--- src/rtl/base64_stream_encoder_unit_assert.svh ---
// Assertion macros shared by the base64 stream encoder RTL.
// Depends on nothing; included by the top level only.
`ifndef BASE64_STREAM_ENCODER_UNIT_ASSERT_SVH
`define BASE64_STREAM_ENCODER_UNIT_ASSERT_SVH

// The consequent must hold in the same cycle as the antecedent.
`define B64E_ASSERT_SAME(label, clk, rst_n, ante, cons, msg) \
  label: assert property (@(posedge clk) disable iff (!rst_n) (ante) |-> (cons)) \
    else $error(msg);

// The consequent must hold in the cycle after the antecedent.
`define B64E_ASSERT_NEXT(label, clk, rst_n, ante, cons, msg) \
  label: assert property (@(posedge clk) disable iff (!rst_n) (ante) |=> (cons)) \
    else $error(msg);

`endif

--- src/rtl/b64e_pkg.sv ---
// Types, constants and the alphabet function of the base64 stream encoder.
// Depends on nothing; used by the front end, queue, back end and top level.
package b64e_pkg;

  localparam logic [7:0] B64E_PAD_CHAR = 8'h3D;

  localparam logic [2:0] B64E_CNT_NONE = 3'd0;
  localparam logic [2:0] B64E_CNT_TWO  = 3'd2;
  localparam logic [2:0] B64E_CNT_FOUR = 3'd4;

  typedef struct packed {
    logic       pad;
    logic [5:0] idx;
  } b64e_sym_t;

  typedef struct packed {
    b64e_sym_t [3:0] sym;
    logic [1:0]      last_idx;
    logic            eom;
  } b64e_job_t;

  typedef struct packed {
    logic       accept;
    logic [2:0] res_cnt;
  } b64e_front_stat_t;

  typedef struct packed {
    logic empty;
    logic full;
  } b64e_q_stat_t;

  function automatic logic [7:0] b64e_char(input b64e_sym_t s);
    logic [7:0] ch;
    ch = B64E_PAD_CHAR;
    if (!s.pad) begin
      case (s.idx) inside
        [6'd0:6'd25]:  ch = 8'h41 + {2'b00, s.idx};
        [6'd26:6'd51]: ch = 8'h61 + {2'b00, s.idx} - 8'd26;
        [6'd52:6'd61]: ch = 8'h30 + {2'b00, s.idx} - 8'd52;
        6'd62:         ch = 8'h2B;
        default:       ch = 8'h2F;
      endcase
    end
    return ch;
  endfunction

endpackage

--- src/rtl/b64e_in_if.sv ---
// Input channel of the base64 stream encoder: one raw byte per request.
// Depends on nothing.
interface b64e_in_if;
  logic       valid;
  logic       ready;
  logic [7:0] data_byte;
  logic       final_byte;

  modport source(output valid, data_byte, final_byte, input ready);
  modport sink(input valid, data_byte, final_byte, output ready);
endinterface

--- src/rtl/b64e_out_if.sv ---
// Result channel of the base64 stream encoder: one character per request.
// Depends on nothing.
interface b64e_out_if;
  logic       valid;
  logic       ready;
  logic [7:0] out_char;
  logic       end_of_message;

  modport source(output valid, out_char, end_of_message, input ready);
  modport sink(input valid, out_char, end_of_message, output ready);
endinterface

--- src/rtl/b64e_front.sv ---
// Front end: accepts bytes, holds the residue bits and builds a character job.
// Depends on b64e_pkg and b64e_in_if.
module b64e_front (
  input  logic                      clk,
  input  logic                      rst_n,
  b64e_in_if.sink                   in_chan,
  input  b64e_pkg::b64e_q_stat_t    q_stat,
  output logic                      push,
  output b64e_pkg::b64e_job_t       job,
  output b64e_pkg::b64e_front_stat_t stat
);

  logic [3:0]  res_bits_r, res_bits_nxt;
  logic [2:0]  res_cnt_r, res_cnt_nxt;
  logic [11:0] win;
  logic        accept;

  assign in_chan.ready = !q_stat.full;
  assign accept        = in_chan.valid && in_chan.ready;
  assign push          = accept;
  assign stat.accept   = accept;
  assign stat.res_cnt  = res_cnt_r;

  always_comb begin
    case (res_cnt_r)
      b64e_pkg::B64E_CNT_NONE: win = {in_chan.data_byte, 4'b0000};
      b64e_pkg::B64E_CNT_TWO:  win = {res_bits_r[1:0], in_chan.data_byte, 2'b00};
      default:                 win = {res_bits_r, in_chan.data_byte};
    endcase

    job.sym[0] = '{pad: 1'b0, idx: win[11:6]};
    job.sym[1] = '{pad: 1'b0, idx: win[5:0]};
    job.sym[2] = '{pad: 1'b1, idx: 6'd0};
    job.sym[3] = '{pad: 1'b1, idx: 6'd0};
    job.eom    = in_chan.final_byte;

    case (res_cnt_r)
      b64e_pkg::B64E_CNT_NONE: begin
        job.last_idx = in_chan.final_byte ? 2'd3 : 2'd0;
        res_bits_nxt = {2'b00, in_chan.data_byte[1:0]};
        res_cnt_nxt  = b64e_pkg::B64E_CNT_TWO;
      end
      b64e_pkg::B64E_CNT_TWO: begin
        job.last_idx = in_chan.final_byte ? 2'd2 : 2'd0;
        res_bits_nxt = in_chan.data_byte[3:0];
        res_cnt_nxt  = b64e_pkg::B64E_CNT_FOUR;
      end
      default: begin
        job.last_idx = 2'd1;
        res_bits_nxt = 4'd0;
        res_cnt_nxt  = b64e_pkg::B64E_CNT_NONE;
      end
    endcase

    if (in_chan.final_byte) begin
      res_bits_nxt = 4'd0;
      res_cnt_nxt  = b64e_pkg::B64E_CNT_NONE;
    end
  end

  always_ff @(posedge clk) begin
    if (!rst_n) begin
      res_bits_r <= 4'd0;
      res_cnt_r  <= b64e_pkg::B64E_CNT_NONE;
    end else if (accept) begin
      res_bits_r <= res_bits_nxt;
      res_cnt_r  <= res_cnt_nxt;
    end
  end

endmodule

--- src/rtl/b64e_fifo.sv ---
// Short job queue between the front end and the character emitter.
// Depends on b64e_pkg.
module b64e_fifo #(
  parameter int DEPTH = 2
) (
  input  logic                   clk,
  input  logic                   rst_n,
  input  logic                   push,
  input  b64e_pkg::b64e_job_t    push_job,
  input  logic                   pop,
  output b64e_pkg::b64e_job_t    head,
  output b64e_pkg::b64e_q_stat_t stat
);

  localparam int PTR_W = $clog2(DEPTH);
  localparam int CNT_W = $clog2(DEPTH + 1);
  localparam logic [PTR_W-1:0] PTR_LAST = PTR_W'(DEPTH - 1);
  localparam logic [CNT_W-1:0] CNT_FULL = CNT_W'(DEPTH);

  b64e_pkg::b64e_job_t mem [DEPTH];
  logic [PTR_W-1:0] wr_ptr_r, rd_ptr_r;
  logic [CNT_W-1:0] count_r, count_nxt;

  assign head       = mem[rd_ptr_r];
  assign stat.empty = (count_r == '0);
  assign stat.full  = (count_r == CNT_FULL);

  always_comb begin
    count_nxt = count_r;
    if (push && !pop) begin
      count_nxt = count_r + 1'b1;
    end else if (pop && !push) begin
      count_nxt = count_r - 1'b1;
    end
  end

  always_ff @(posedge clk) begin
    if (push) begin
      mem[wr_ptr_r] <= push_job;
    end
  end

  always_ff @(posedge clk) begin
    if (!rst_n) begin
      wr_ptr_r <= '0;
      rd_ptr_r <= '0;
      count_r  <= '0;
    end else begin
      count_r <= count_nxt;
      if (push) begin
        wr_ptr_r <= (wr_ptr_r == PTR_LAST) ? '0 : wr_ptr_r + 1'b1;
      end
      if (pop) begin
        rd_ptr_r <= (rd_ptr_r == PTR_LAST) ? '0 : rd_ptr_r + 1'b1;
      end
    end
  end

endmodule

--- src/rtl/b64e_back.sv ---
// Back end: drives a job's characters, one per cycle unless stalled.
// Depends on b64e_pkg and b64e_out_if.
module b64e_back (
  input  logic                   clk,
  input  logic                   rst_n,
  input  b64e_pkg::b64e_job_t    head,
  input  b64e_pkg::b64e_q_stat_t q_stat,
  output logic                   pop,
  b64e_out_if.source             out_chan
);

  b64e_pkg::b64e_job_t job_r;
  logic                job_valid_r;
  logic [1:0]          idx_r;
  logic                out_valid_r;
  logic [7:0]          out_char_r;
  logic                out_eom_r;
  logic                out_load;
  logic                job_done;

  assign out_chan.valid          = out_valid_r;
  assign out_chan.out_char       = out_char_r;
  assign out_chan.end_of_message = out_eom_r;

  assign out_load = job_valid_r && (!out_valid_r || out_chan.ready);
  assign job_done = out_load && (idx_r == job_r.last_idx);
  assign pop      = !q_stat.empty && (!job_valid_r || job_done);

  always_ff @(posedge clk) begin
    if (pop) begin
      job_r <= head;
    end
    if (out_load) begin
      out_char_r <= b64e_pkg::b64e_char(job_r.sym[idx_r]);
      out_eom_r  <= job_r.eom && job_done;
    end
  end

  always_ff @(posedge clk) begin
    if (!rst_n) begin
      job_valid_r <= 1'b0;
      idx_r       <= 2'd0;
      out_valid_r <= 1'b0;
    end else begin
      if (pop) begin
        job_valid_r <= 1'b1;
        idx_r       <= 2'd0;
      end else if (job_done) begin
        job_valid_r <= 1'b0;
      end else if (out_load) begin
        idx_r <= idx_r + 1'b1;
      end
      if (out_load) begin
        out_valid_r <= 1'b1;
      end else if (out_chan.ready) begin
        out_valid_r <= 1'b0;
      end
    end
  end

endmodule

--- src/rtl/base64_stream_encoder_unit.sv ---
// Top level of the base64 stream encoder: front end, job queue, emitter.
// Depends on b64e_pkg, b64e_in_if, b64e_out_if, b64e_front, b64e_fifo, b64e_back.
//
//   Channel   Direction  Request carries
//   in_chan   sink       data_byte, final_byte
//   out_chan  source     out_char, end_of_message
//
// A byte is taken whenever the queue has room, and its characters leave one per
// cycle from the output register while the receiver is ready: one or two for an
// ordinary byte, up to four for a final byte, so the output port sets the rate.
// A byte passes through the queue, the job register and the output register.
// Reset is synchronous and clears the residue, the queue and the output valid.
// A stalled output holds its character; the queue takes bytes until it is full.
module base64_stream_encoder_unit #(
  parameter int QUEUE_DEPTH = 2
) (
  input  logic         clk,
  input  logic         rst_n,
  b64e_in_if.sink      in_chan,
  b64e_out_if.source   out_chan
);

  `include "base64_stream_encoder_unit_assert.svh"

  logic                       push;
  logic                       pop;
  b64e_pkg::b64e_job_t        push_job;
  b64e_pkg::b64e_job_t        head;
  b64e_pkg::b64e_q_stat_t     q_stat;
  b64e_pkg::b64e_front_stat_t f_stat;

  b64e_front u_front (
    .clk     (clk),
    .rst_n   (rst_n),
    .in_chan (in_chan),
    .q_stat  (q_stat),
    .push    (push),
    .job     (push_job),
    .stat    (f_stat)
  );

  b64e_fifo #(
    .DEPTH (QUEUE_DEPTH)
  ) u_fifo (
    .clk      (clk),
    .rst_n    (rst_n),
    .push     (push),
    .push_job (push_job),
    .pop      (pop),
    .head     (head),
    .stat     (q_stat)
  );

  b64e_back u_back (
    .clk      (clk),
    .rst_n    (rst_n),
    .head     (head),
    .q_stat   (q_stat),
    .pop      (pop),
    .out_chan (out_chan)
  );

  `B64E_ASSERT_SAME(a_res_cnt_legal, clk, rst_n, 1'b1,
    f_stat.res_cnt == b64e_pkg::B64E_CNT_NONE || f_stat.res_cnt == b64e_pkg::B64E_CNT_TWO ||
    f_stat.res_cnt == b64e_pkg::B64E_CNT_FOUR, "residue count left the legal set")
  `B64E_ASSERT_NEXT(a_final_clears, clk, rst_n, f_stat.accept && in_chan.final_byte,
    f_stat.res_cnt == b64e_pkg::B64E_CNT_NONE, "final byte did not clear the residue")
  `B64E_ASSERT_NEXT(a_push_lands, clk, rst_n, f_stat.accept,
    !q_stat.empty, "accepted byte did not reach the job queue")

endmodule

--- src/flat_wrapper.sv ---
// flat-port wrapper written by rule: the top's interface ports become plain ports
module base64_stream_encoder_unit_flat 
#(
  parameter int QUEUE_DEPTH = 2
)
  (clk, rst_n, in_chan_valid, in_chan_data_byte, in_chan_final_byte, in_chan_ready, out_chan_valid, out_chan_out_char, out_chan_end_of_message, out_chan_ready);
  b64e_in_if in_chan_i ();
  b64e_out_if out_chan_i ();
  input  logic clk;
  input  logic rst_n;
  input wire logic [$bits(in_chan_i.valid)-1:0] in_chan_valid;
  input wire logic [$bits(in_chan_i.data_byte)-1:0] in_chan_data_byte;
  input wire logic [$bits(in_chan_i.final_byte)-1:0] in_chan_final_byte;
  output wire logic [$bits(in_chan_i.ready)-1:0] in_chan_ready;
  output wire logic [$bits(out_chan_i.valid)-1:0] out_chan_valid;
  output wire logic [$bits(out_chan_i.out_char)-1:0] out_chan_out_char;
  output wire logic [$bits(out_chan_i.end_of_message)-1:0] out_chan_end_of_message;
  input wire logic [$bits(out_chan_i.ready)-1:0] out_chan_ready;
  assign in_chan_i.valid = in_chan_valid;
  assign in_chan_i.data_byte = in_chan_data_byte;
  assign in_chan_i.final_byte = in_chan_final_byte;
  assign in_chan_ready = in_chan_i.ready;
  assign out_chan_valid = out_chan_i.valid;
  assign out_chan_out_char = out_chan_i.out_char;
  assign out_chan_end_of_message = out_chan_i.end_of_message;
  assign out_chan_i.ready = out_chan_ready;
  base64_stream_encoder_unit #(.QUEUE_DEPTH(QUEUE_DEPTH)) u_core (.clk(clk), .rst_n(rst_n), .in_chan(in_chan_i), .out_chan(out_chan_i));
endmodule
--- config.mk ---
export PLATFORM = sky130hd
export DESIGN_NAME = base64_stream_encoder_unit_flat
export DESIGN_NICKNAME = d
export VERILOG_FILES = /design/src/rtl/b64e_pkg.sv /design/src/rtl/b64e_in_if.sv /design/src/rtl/b64e_out_if.sv /design/src/rtl/b64e_front.sv /design/src/rtl/b64e_fifo.sv /design/src/rtl/b64e_back.sv /design/src/rtl/base64_stream_encoder_unit.sv /design/src/flat_wrapper.sv
export VERILOG_INCLUDE_DIRS = /design/src /design/src/rtl
export SDC_FILE = /design/constraint.sdc
export NUM_CORES = 1
export LEC_CHECK = 0
export ABC_AREA = 1
export BUFFER_PORTS_ARGS = -buffer_cell sky130_fd_sc_hd__buf_2
export CAP_MARGIN = 25
export CORE_AREA = 3 3 108 99
export DETAILED_ROUTE_END_ITERATION = 6
export DIE_AREA = 0 0 111 102
export SLEW_MARGIN = 20
export SYNTH_ARGS = -nofsm -noshare
export SYNTH_HDL_FRONTEND = slang
export SYNTH_SLANG_ARGS = --single-unit
--- constraint.sdc ---
create_clock -name clk -period 2.4 [get_ports clk]
set_input_delay 0.48 -clock clk [delete_from_list [all_inputs] [get_ports clk]]
set_output_delay 0.48 -clock clk [all_outputs]
set_load 0.02 [all_outputs]
==> results of run 1 <==
[how the worst max path moves through the flow]
| stage | endpoint | slack (ns) |
|---|---|---|
| after global placement | u_core.u_back.out_chan.out_char[2]$_SDFFCE_PP1P_ | 0.03 |
| after detailed placement | u_core.u_back.out_chan.out_char[2]$_SDFFCE_PP1P_ | 0.03 |
| after floorplan | u_core.u_back.out_chan.out_char[2]$_SDFFCE_PP1P_ | 0.34 |
| final | u_core.u_back.out_chan.out_char[2]$_SDFFCE_PP1P_ | 0.19 |
| after CTS | u_core.u_back.out_chan.out_char[2]$_SDFFCE_PP1P_ | 0.03 |
| after global routing | u_core.u_back.out_chan.out_char[2]$_SDFFCE_PP1P_ | 0.01 |
[critical path, cell delays in order, from the launching register on]
cell and delay [ns]:
dfxtp_4 0.41, inv_4 0.07, nand2_1 0.06, nand3_1 0.15, ha_1 0.27, o21ai_0 0.34, nand2_1 0.13, nand2_1 0.09
o21a_4 0.17, inv_1 0.08, a31oi_1 0.13, nand2_1 0.07
[routing by layer]
metal	track usage, %	part of all wire [%]
met4	4.36	0.73
met2	21.1	51
met5	0	0
met3	2.96	4.0
met1	13.4	44
[registers in the layout, summed over array words and instances (netlist names)]
register                               flops
u_core.u_front.res_cnt_r                   2
u_core.u_front.res_bits_r                  4
u_core.u_fifo.wr_ptr_r                     1
u_core.u_fifo.mem                         30
u_core.u_back.job_valid_r                  1
u_core.u_back.out_chan.end_of_message      1
u_core.u_back.out_chan.valid               1
u_core.u_back.job_r                       15
u_core.u_fifo.count_r                      2
u_core.u_back.out_chan.out_char            8
u_core.u_back.idx_r                        2
u_core.u_fifo.rd_ptr_r                     1
[synth_stat cells]
master    count  area, sq um
clkinv_1      2         7.51
inv_1        41          154
buf_6         1         11.3
nor2_8        1         20.0
xnor2_1       4         35.0
or2_2         1         6.26
nand2_4       2         22.5
o21ai_1       5         25.0
o21a_4        1         15.0
buf_4         1         7.51
nand3_2       1         10.0
a31oi_1       1         6.26
nand2_1     128          480
nor2_4        1         11.3
inv_6         1         8.76
inv_4         1         6.26
inv_2         4         15.0
nor2_1       17         63.8
clkbuf_1      4         15.0
nand3b_1      1         7.51
ha_1         10          125
xor2_1        3         26.3
nor3_1        3         15.0
dfxtp_1      14          280
a21oi_1      17         85.1
nand3_4       2         35.0
o211ai_1      2         15.0
nand4_1       3         18.8
nand3_1      27          135
edfxtp_1     54         1620
o21ai_0       9         45.0
nor2_2        2         12.5
nand2_2       2         12.5
[metrics by stage]
stage	hold slack (ns)	power, W
floorplan	0.445	0.00391
global placement	0.455	0.00457
detailed placement	0.456	0.00455
CTS	0.350	0.00548
global route	0.359	0.00595
finish	0.373	0.00543
[power by group through the flow]
stage / clock [W] / combinational [W] / sequential, W
4_1_cts: 0.000951 / 0.00264 / 0.00189
6_report: 0.000921 / 0.00262 / 0.00189
2_1_floorplan: 0 / 0.00191 / 0.00199
5_1_grt: 0.00100 / 0.00303 / 0.00192
3_5_place_dp: 0 / 0.00263 / 0.00192
3_3_place_gp: 0 / 0.00265 / 0.00191
[cell families (layout without fill, tap and decap cells)]
group,Yosys count,in the layout
buf+inv,55,97
flops,68,68
simple gates,191,191
xor+xnor,7,7
compound gates,35,35
fa+ha+maj,10,10
[layout make-up]
class                           instances  area, sq um
Timing Repair Buffer                   32          183
Sequential cell                        68         1910
Clock buffer                           10          128
Multi-Input combinational cell        243         1230
Fill cell                             963         5800
Inverter                               49          191
Clock inverter                          6         63.8
Tap cell                              126          158
==> impl_metrics.csv, run 1 <==
group,metric,value,unit
layout,fin_area,3860,sq um
power,pwr_density_cell,1410,nW/um^2
cts,clockRootBuffer,"clkbuf_8",
yosys,post_synth.cell_area_avg,9.17,sq um
yosys,syn-num-nets,389,
layout,final_cell_count_no_fill,534,
cts,post_cts_resize_count,0,
place,place.gp.congestion,0.871,
cts,insertion_delay,0.33,ns
detailed_routing,drt_iter0_drc,137,
die,pin_count,24,
yosys,syn_inst,366,
cts,clock_tree.buffer_depth,2,
worst_setup_path,crit_path_start,"u_core.u_back.idx_r[0]$_SDFFE_PP0P_",
power,leakage,1.68,nW
cts,path_clk_slew,0.07,ns
worst_setup_path,worstSetupEndpointType,"register",
die,chipHeight,102,um
yosys,synth_compound_gate_area_share,5.70,%
yosys,synth_mux_area_share,0,%
die,initial_utilization,34.7,%
detailed_routing,route.detailed.drc,0,
grt,grt_first_pass_wirelength,10600,um
min_path,min_path_cells,1,
yosys,mappedNetlistArea,3360,sq um
worst_setup_path,critPathLaunchType,"register",
power,power.share.switching,41.7,%
place,dpl.hpwl,4500,um
die,chipWidth,111,um
cts,cts_num_sinks,68,
layout,diodes,0,
place,placedInstanceArea,3660,sq um
sta,timing_worst_slew_pin_value,0.527,ns
sta,relSlewSlack,64.8,%
grt,grt_use_total,11.6,%
cts,tritoncts,"built",
yosys,synth_cell_type_count,33,
grt,grt_start_max_net_pins,18,
worst_setup_path,timing.reg2reg.setup_slack,0.19,ns
die,rows,34,
detailed_routing,wl_per_cell,11.3,um
worst_setup_path,timing.critical_path.fanout_max,10,
sta,layout_setup_ws,0.195,ns
sta,finalSetupViolations,0,
power,irDropWorstVdd,0.532,mV
sta,fin_crit_sh,91.9,%
place,dp_worst_setup_slack,0.0345,ns
run,max_cap_violations,0,
worst_setup_path,critical_path.reg2reg.startpoint,"u_core.u_back.idx_r[0]$_SDFFE_PP0P_",
yosys,synth_area_in_simple_gates,25.4,%
status,status,"finished, final reports clean",
cts,cts-buffers-inserted,9,
cts,number_of_buffers_inserted_by_post_cts_setup_repair,0,
place,place.detailed.instances,518,
min_path,worst_hold_path.endpoint,"u_core.u_fifo.mem[0][0]$_DFFE_PP_",
worst_setup_path,required,2.49,ns
layout,final_core_util,39.9,%
sta,setup_repair_after_global_routing_missed_its_margin,"no",
detailed_routing,dr.pass1.iters,4,
power,power_switching,0.00227,W
sta,timing_max_transition_violations_final,0,
yosys,synth-seq-cells,68,
yosys,largest_family_of_logic_cells_by_synthesized_area,"simple AND/OR/NAND/NOR gates",
detailed_routing,routed_wl,6010,um
worst_setup_path,r2r_cells,11,
detailed_routing,routed_via_density,4.48,
layout,drive_gt1_share,16.4,%
die,fp.dieArea,11300,sq um
power,internal_power_component,0.00316,W
grt,first_global_vias,2381,
yosys,synth_xor_area_share,1.83,%
min_path,timing.hold.worst.class,"in -> reg",
layout,area.growth.synth_to_final,15.0,%
worst_setup_path,reg2reg_to,"u_core.u_back.out_chan.out_char[2]$_SDFFCE_PP1P_",
sta,fmax,454,MHz
grt,number_of_antenna_violations_at_the_first_check_in_global_routing,0,
cts,htree_levels,3,
detailed_routing,vias,2394,
min_path,holdCritStartpoint,"in_chan_final_byte",
grt,globalRoute.totalOverflow,0,
power,p_clk_share,17.0,%
sta,timing_hold_violations_final,0,
place,port-buffer-count,23,
yosys,ys_seq_area_share,56.7,%
sta,period_needed,2.21,ns
cts,postCtsHoldBufs,0,
layout,layout.cells.most_common_list,"nand2_1, edfxtp_1, inv_1, nand3_1, buf_2",
worst_setup_path,setup_crit_path_kind,"reg -> reg",
die,coreArea,9660,sq um
layout,final_nets,426,
layout,layout_commonest_cell,"nand2_1",
sta,finClkSkew,0.00662,ns
yosys,synth-adder-area-share,3.73,%
worst_setup_path,worst-endpoint-arrival,2.29,ns
sta,fin_tns_setup,0,ns
detailed_routing,drtAntennaViolNets,0,
power,seqPwrFrac,34.8,%
yosys,syn_warnings,0,
power,combinationalPowerShare,48.2,%
(Power assumes the default switching activity.)
==> inputs of run 2 (changes only) <==
Settings changed: RECOVER_POWER set to 25.
==> impl_metrics.csv, run 2 (synthesized netlist as in run 1, its figures left out) <==
group,metric,value,unit
cts,postCtsHoldBufs,0,
cts,cts-buffers-inserted,9,
status,status,"finished, final reports clean",
layout,area.growth.synth_to_final,14.3,%
cts,cts_num_sinks,68,
sta,layout_setup_ws,0.195,ns
power,pwr_density_cell,1410,nW/um^2
worst_setup_path,setup_crit_path_kind,"reg -> reg",
die,rows,34,
worst_setup_path,worst-endpoint-arrival,2.29,ns
sta,fin_crit_sh,91.9,%
sta,period_needed,2.21,ns
cts,insertion_delay,0.33,ns
detailed_routing,drt_iter0_drc,137,
min_path,timing.hold.worst.class,"in -> reg",
place,port-buffer-count,23,
min_path,worst_hold_path.endpoint,"u_core.u_front.res_bits_r[2]$_SDFFE_PN0P_",
sta,timing_max_transition_violations_final,0,
layout,fin_area,3830,sq um
die,pin_count,24,
grt,grt_first_pass_wirelength,10600,um
cts,tritoncts,"built",
worst_setup_path,critical_path.reg2reg.startpoint,"u_core.u_back.idx_r[0]$_SDFFE_PP0P_",
layout,largest_register_ffs,30,
place,dpl.hpwl,4500,um
layout,fillerInstances,966,
die,fp.dieArea,11300,sq um
die,chipHeight,102,um
detailed_routing,route.detailed.drc,0,
sta,relSlewSlack,61.4,%
place,placedInstanceArea,3660,sq um
detailed_routing,routed_wl,6030,um
layout,diodes,0,
sta,setup_repair_after_global_routing_missed_its_margin,"no",
sta,fmax,453,MHz
sta,finalSetupViolations,0,
cts,number_of_buffers_inserted_by_post_cts_setup_repair,0,
worst_setup_path,critPathLaunchType,"register",
grt,globalRoute.totalOverflow,0,
layout,drive_gt1_share,13.0,%
detailed_routing,drtAntennaViolNets,0,
layout,final_core_util,39.7,%
worst_setup_path,timing.reg2reg.setup_slack,0.19,ns
cts,path_clk_slew,0.08,ns
min_path,holdCritStartpoint,"in_chan_data_byte[2]",
grt,number_of_antenna_violations_at_the_first_check_in_global_routing,0,
power,irDropWorstVdd,0.505,mV
detailed_routing,dr.pass1.iters,4,
cts,post_cts_resize_count,0,
worst_setup_path,timing.critical_path.fanout_max,10,
cts,htree_levels,3,
detailed_routing,routed_via_density,4.48,
die,initial_utilization,34.7,%
layout,registers.top_by_ff_count,"u_core.u_fifo.mem",
layout,layout.cells.most_common_list,"nand2_1, edfxtp_1, inv_1, nand3_1",
die,chipWidth,111,um
worst_setup_path,reg2reg_to,"u_core.u_back.out_chan.out_char[2]$_SDFFCE_PP1P_",
layout,final_nets,426,
worst_setup_path,worstSetupEndpointType,"register",
layout,layout_commonest_cell,"nand2_1",
worst_setup_path,r2r_cells,11,
run,max_cap_violations,0,
sta,timing_hold_violations_final,0,
detailed_routing,vias,2394,
power,report.power.total,0.00540,W
min_path,min_path_cells,3,
power,leakage,1.64,nW
detailed_routing,wl_per_cell,11.3,um
cts,clock_tree.buffer_depth,2,
grt,grt_start_max_net_pins,18,
grt,first_global_vias,2381,
place,dp_worst_setup_slack,0.0345,ns
sta,finClkSkew,0.00663,ns
worst_setup_path,required,2.49,ns
sta,timing_worst_slew_pin_value,0.579,ns
cts,clockRootBuffer,"clkbuf_8",
grt,grt_use_total,11.6,%
die,coreArea,9660,sq um
place,place.gp.congestion,0.871,
sta,fin_tns_setup,0,ns
-- run 2: how the worst max path moves through the flow --
stage | startpoint | endpoint | slack [ns] | cells past startpoint
2_1_floorplan | u_core.u_back.idx_r[1]$_SDFFE_PP0P_ | u_core.u_back.out_chan.out_char[2]$_SDFFCE_PP1P_ | 0.34 | 13
3_3_place_gp | u_core.u_back.idx_r[0]$_SDFFE_PP0P_ | u_core.u_back.out_chan.out_char[2]$_SDFFCE_PP1P_ | 0.03 | 13
3_5_place_dp | u_core.u_back.idx_r[0]$_SDFFE_PP0P_ | u_core.u_back.out_chan.out_char[2]$_SDFFCE_PP1P_ | 0.03 | 11
4_1_cts | u_core.u_back.idx_r[0]$_SDFFE_PP0P_ | u_core.u_back.out_chan.out_char[2]$_SDFFCE_PP1P_ | 0.03 | 11
5_1_grt | u_core.u_back.idx_r[0]$_SDFFE_PP0P_ | u_core.u_back.out_chan.out_char[2]$_SDFFCE_PP1P_ | 0.01 | 12
6_report | u_core.u_back.idx_r[0]$_SDFFE_PP0P_ | u_core.u_back.out_chan.out_char[2]$_SDFFCE_PP1P_ | 0.19 | 11
-- run 2: worst max-delay path, cell delays in order (launching register included) --
cell	delay [ns]
dfxtp_4	0.41
inv_4	0.07
nand2_1	0.06
nand3_1	0.15
ha_1	0.27
o21ai_0	0.34
nand2_1	0.13
nand2_1	0.09
o21a_4	0.17
inv_1	0.08
a31oi_1	0.13
nand2_1	0.07
-- run 2: layout make-up --
cell class                      instances  area, sq um  area share, %
Clock buffer                           10          128           3.33
Clock inverter                          6         63.8           1.66
Inverter                               49          191           4.99
Multi-Input combinational cell        243         1230           32.0
Sequential cell                        68         1910           49.7
Tap cell                              126          158           4.11
Timing Repair Buffer                   32          160           4.18
-- run 2: through the flow --
stage	instances	hold slack (ns)
finish	534	0.412
CTS	534	0.350
floorplan	366	0.445
global placement	518	0.455
detailed placement	518	0.456
global route	534	0.431
-- run 2: routing by layer --
layer  up-vias  track usage, %  routed length [um]
met4         0            4.36                  44
met3         8            2.96                 253
met5         -               0                   0
li1       1263               -                   -
met2        51            21.1                3060
met1      1072            13.4                2660
-- run 2: where the power goes --
group | total (W) | switching, W | internal, W | leakage, nW
registers | 0.00189 | 0.000104 | 0.00179 | 0.626
clock network | 0.000922 | 0.000441 | 0.000480 | 0.0927
logic | 0.00259 | 0.00172 | 0.000864 | 0.922
total | 0.00540 | 0.00227 | 0.00313 | 1.64
==> inputs of run 3 (changes only) <==
Settings changed: CORE_AREA 3 3 108 99 to 3 3 101 93, DIE_AREA 0 0 111 102 to 0 0 104 96.
==> impl_metrics.csv, run 3 (synthesized netlist as in run 1, its figures left out) <==
group,metric,value,unit
min_path,min_path_cells,3,
grt,grt_use_total,13.0,%
detailed_routing,routed_wl,5830,um
grt,grt_first_pass_wirelength,10200,um
layout,final_nets,428,
cts,cts-buffers-inserted,9,
cts,clockRootBuffer,"clkbuf_8",
worst_setup_path,r2r_cells,12,
min_path,worst_hold_path.endpoint,"u_core.u_front.res_bits_r[2]$_SDFFE_PN0P_",
sta,setup_repair_after_global_routing_missed_its_margin,"no",
detailed_routing,wl_met3,220,um
detailed_routing,vias,2383,
sta,fin_crit_sh,88.9,%
detailed_routing,dr.pass1.iters,4,
sta,period_needed,2.13,ns
sta,fin_tns_setup,0,ns
place,dp_worst_setup_slack,0.130,ns
layout,layout.cells.most_common_list,"nand2_1, edfxtp_1, inv_1, nand3_1, buf_2",
layout,diodes,0,
die,chipWidth,104,um
worst_setup_path,reg2reg_to,"u_core.u_back.out_chan.out_char[2]$_SDFFCE_PP1P_",
sta,timing_hold_violations_final,0,
worst_setup_path,crit_path_start,"u_core.u_back.idx_r[1]$_SDFFE_PP0P_",
cts,number_of_buffers_inserted_by_post_cts_setup_repair,0,
sta,finClkSkew,0.00883,ns
grt,globalRoute.totalOverflow,0,
min_path,timing.hold.worst.class,"in -> reg",
grt,grt_start_max_net_pins,17,
power,leakage,1.69,nW
place,place.detailed.instances,513,
die,pin_count,24,
worst_setup_path,setup_crit_path_kind,"reg -> reg",
power,irDropWorstVdd,0.437,mV
die,coreArea,8490,sq um
cts,insertion_delay,0.33,ns
worst_setup_path,worst-endpoint-arrival,2.23,ns
layout,largest_register_ffs,30,
cts,htree_levels,3,
run,max_cap_violations,0,
sta,timing_worst_slew_pin_value,0.738,ns
detailed_routing,topRoutingLayerUsed,"met4",
sta,layout_setup_ws,0.265,ns
layout,drive_gt1_share,15.4,%
cts,cts_num_sinks,68,
worst_setup_path,required,2.49,ns
layout,area.growth.synth_to_final,15.5,%
layout,final_cell_count_no_fill,529,
place,place.gp.congestion,0.844,
sta,fmax,468,MHz
cts,tritoncts,"built",
detailed_routing,drt-met1-wl,2630,um
place,port-buffer-count,23,
die,rows,32,
layout,layout_commonest_cell,"nand2_1",
worst_setup_path,timing.critical_path.fanout_max,10,
layout,fillerInstances,852,
cts,clock_tree.buffer_depth,2,
detailed_routing,wl_met2,2890,um
worst_setup_path,worstSetupEndpointType,"register",
status,status,"finished, final reports clean",
min_path,holdCritStartpoint,"in_chan_data_byte[2]",
grt,first_global_vias,2306,
layout,final_core_util,45.7,%
worst_setup_path,timing.reg2reg.setup_slack,0.27,ns
cts,path_clk_slew,0.08,ns
sta,finalSetupViolations,0,
worst_setup_path,critical_path.reg2reg.startpoint,"u_core.u_back.idx_r[1]$_SDFFE_PP0P_",
detailed_routing,drt_iter0_drc,89,
worst_setup_path,critPathLaunchType,"register",
detailed_routing,drtAntennaViolNets,0,
detailed_routing,route.detailed.drc,0,
die,fp.dieArea,9980,sq um
die,initial_utilization,39.5,%
layout,registers.top_by_ff_count,"u_core.u_fifo.mem",
power,report.power.total,0.00556,W
power,pwr_density_cell,1440,nW/um^2
detailed_routing,wl_per_cell,11.0,um
place,dpl.hpwl,4410,um
sta,timing_max_transition_violations_final,0,
sta,relSlewSlack,50.8,%
grt,number_of_antenna_violations_at_the_first_check_in_global_routing,0,
detailed_routing,routed_via_density,4.50,
die,chipHeight,96,um
## run 3: worst max path at each step
stage | end | slack (ns)
after floorplan | u_core.u_back.out_chan.out_char[2]$_SDFFCE_PP1P_ | 0.34
after global placement | u_core.u_back.out_chan.out_char[2]$_SDFFCE_PP1P_ | 0.19
after detailed placement | u_core.u_back.out_chan.out_char[2]$_SDFFCE_PP1P_ | 0.13
after CTS | u_core.u_back.out_chan.out_char[2]$_SDFFCE_PP1P_ | 0.12
after global routing | u_core.u_back.out_chan.out_char[2]$_SDFFCE_PP1P_ | 0.04
final | u_core.u_back.out_chan.out_char[2]$_SDFFCE_PP1P_ | 0.27
## run 3: worst max-delay path: stages (launching register included)
cell	delay, ns
dfxtp_2	0.38
inv_6	0.12
nand2_1	0.07
nor2_2	0.11
ha_1	0.25
inv_1	0.06
o21ai_1	0.20
nand2_1	0.10
nand2_1	0.08
o21a_4	0.18
inv_1	0.09
a31oi_1	0.18
nand2_1	0.07
## run 3: per-layer routing
layer  track usage [%]  vias to the layer above
met3              4.43                        8
li1                  -                     1272
met4              5.54                        0
met2              22.7                       51
met5                 0                        -
met1              14.7                     1052
## run 3: area by class of cell
cell class / instances / area, sq um / area share [%]
Inverter: 49 / 191 / 4.94
Multi-Input combinational cell: 243 / 1230 / 31.7
Tap cell: 119 / 149 / 3.84
Timing Repair Buffer: 34 / 180 / 4.65
Clock buffer: 10 / 138 / 3.55
Sequential cell: 68 / 1900 / 49.1
Clock inverter: 6 / 85.1 / 2.19
## run 3: report_power, final
part | internal (W) | switching (W) | total (W)
sequential | 0.00179 | 0.0000970 | 0.00188
clock | 0.000614 | 0.000419 | 0.00103
combinational | 0.000910 | 0.00174 | 0.00265
## run 3: metrics by stage
step                hold slack, ns  area (sq um)
finish                       0.414          3880
global route                 0.408          3880
CTS                          0.342          3890
detailed placement           0.459          3670
global placement             0.454          3670
floorplan                    0.445          3360
## run 3: what timing repair did
action	CTS	global route
hold buffers	0	0
endpoints found under the setup margin	0	6
resized for setup	0	3
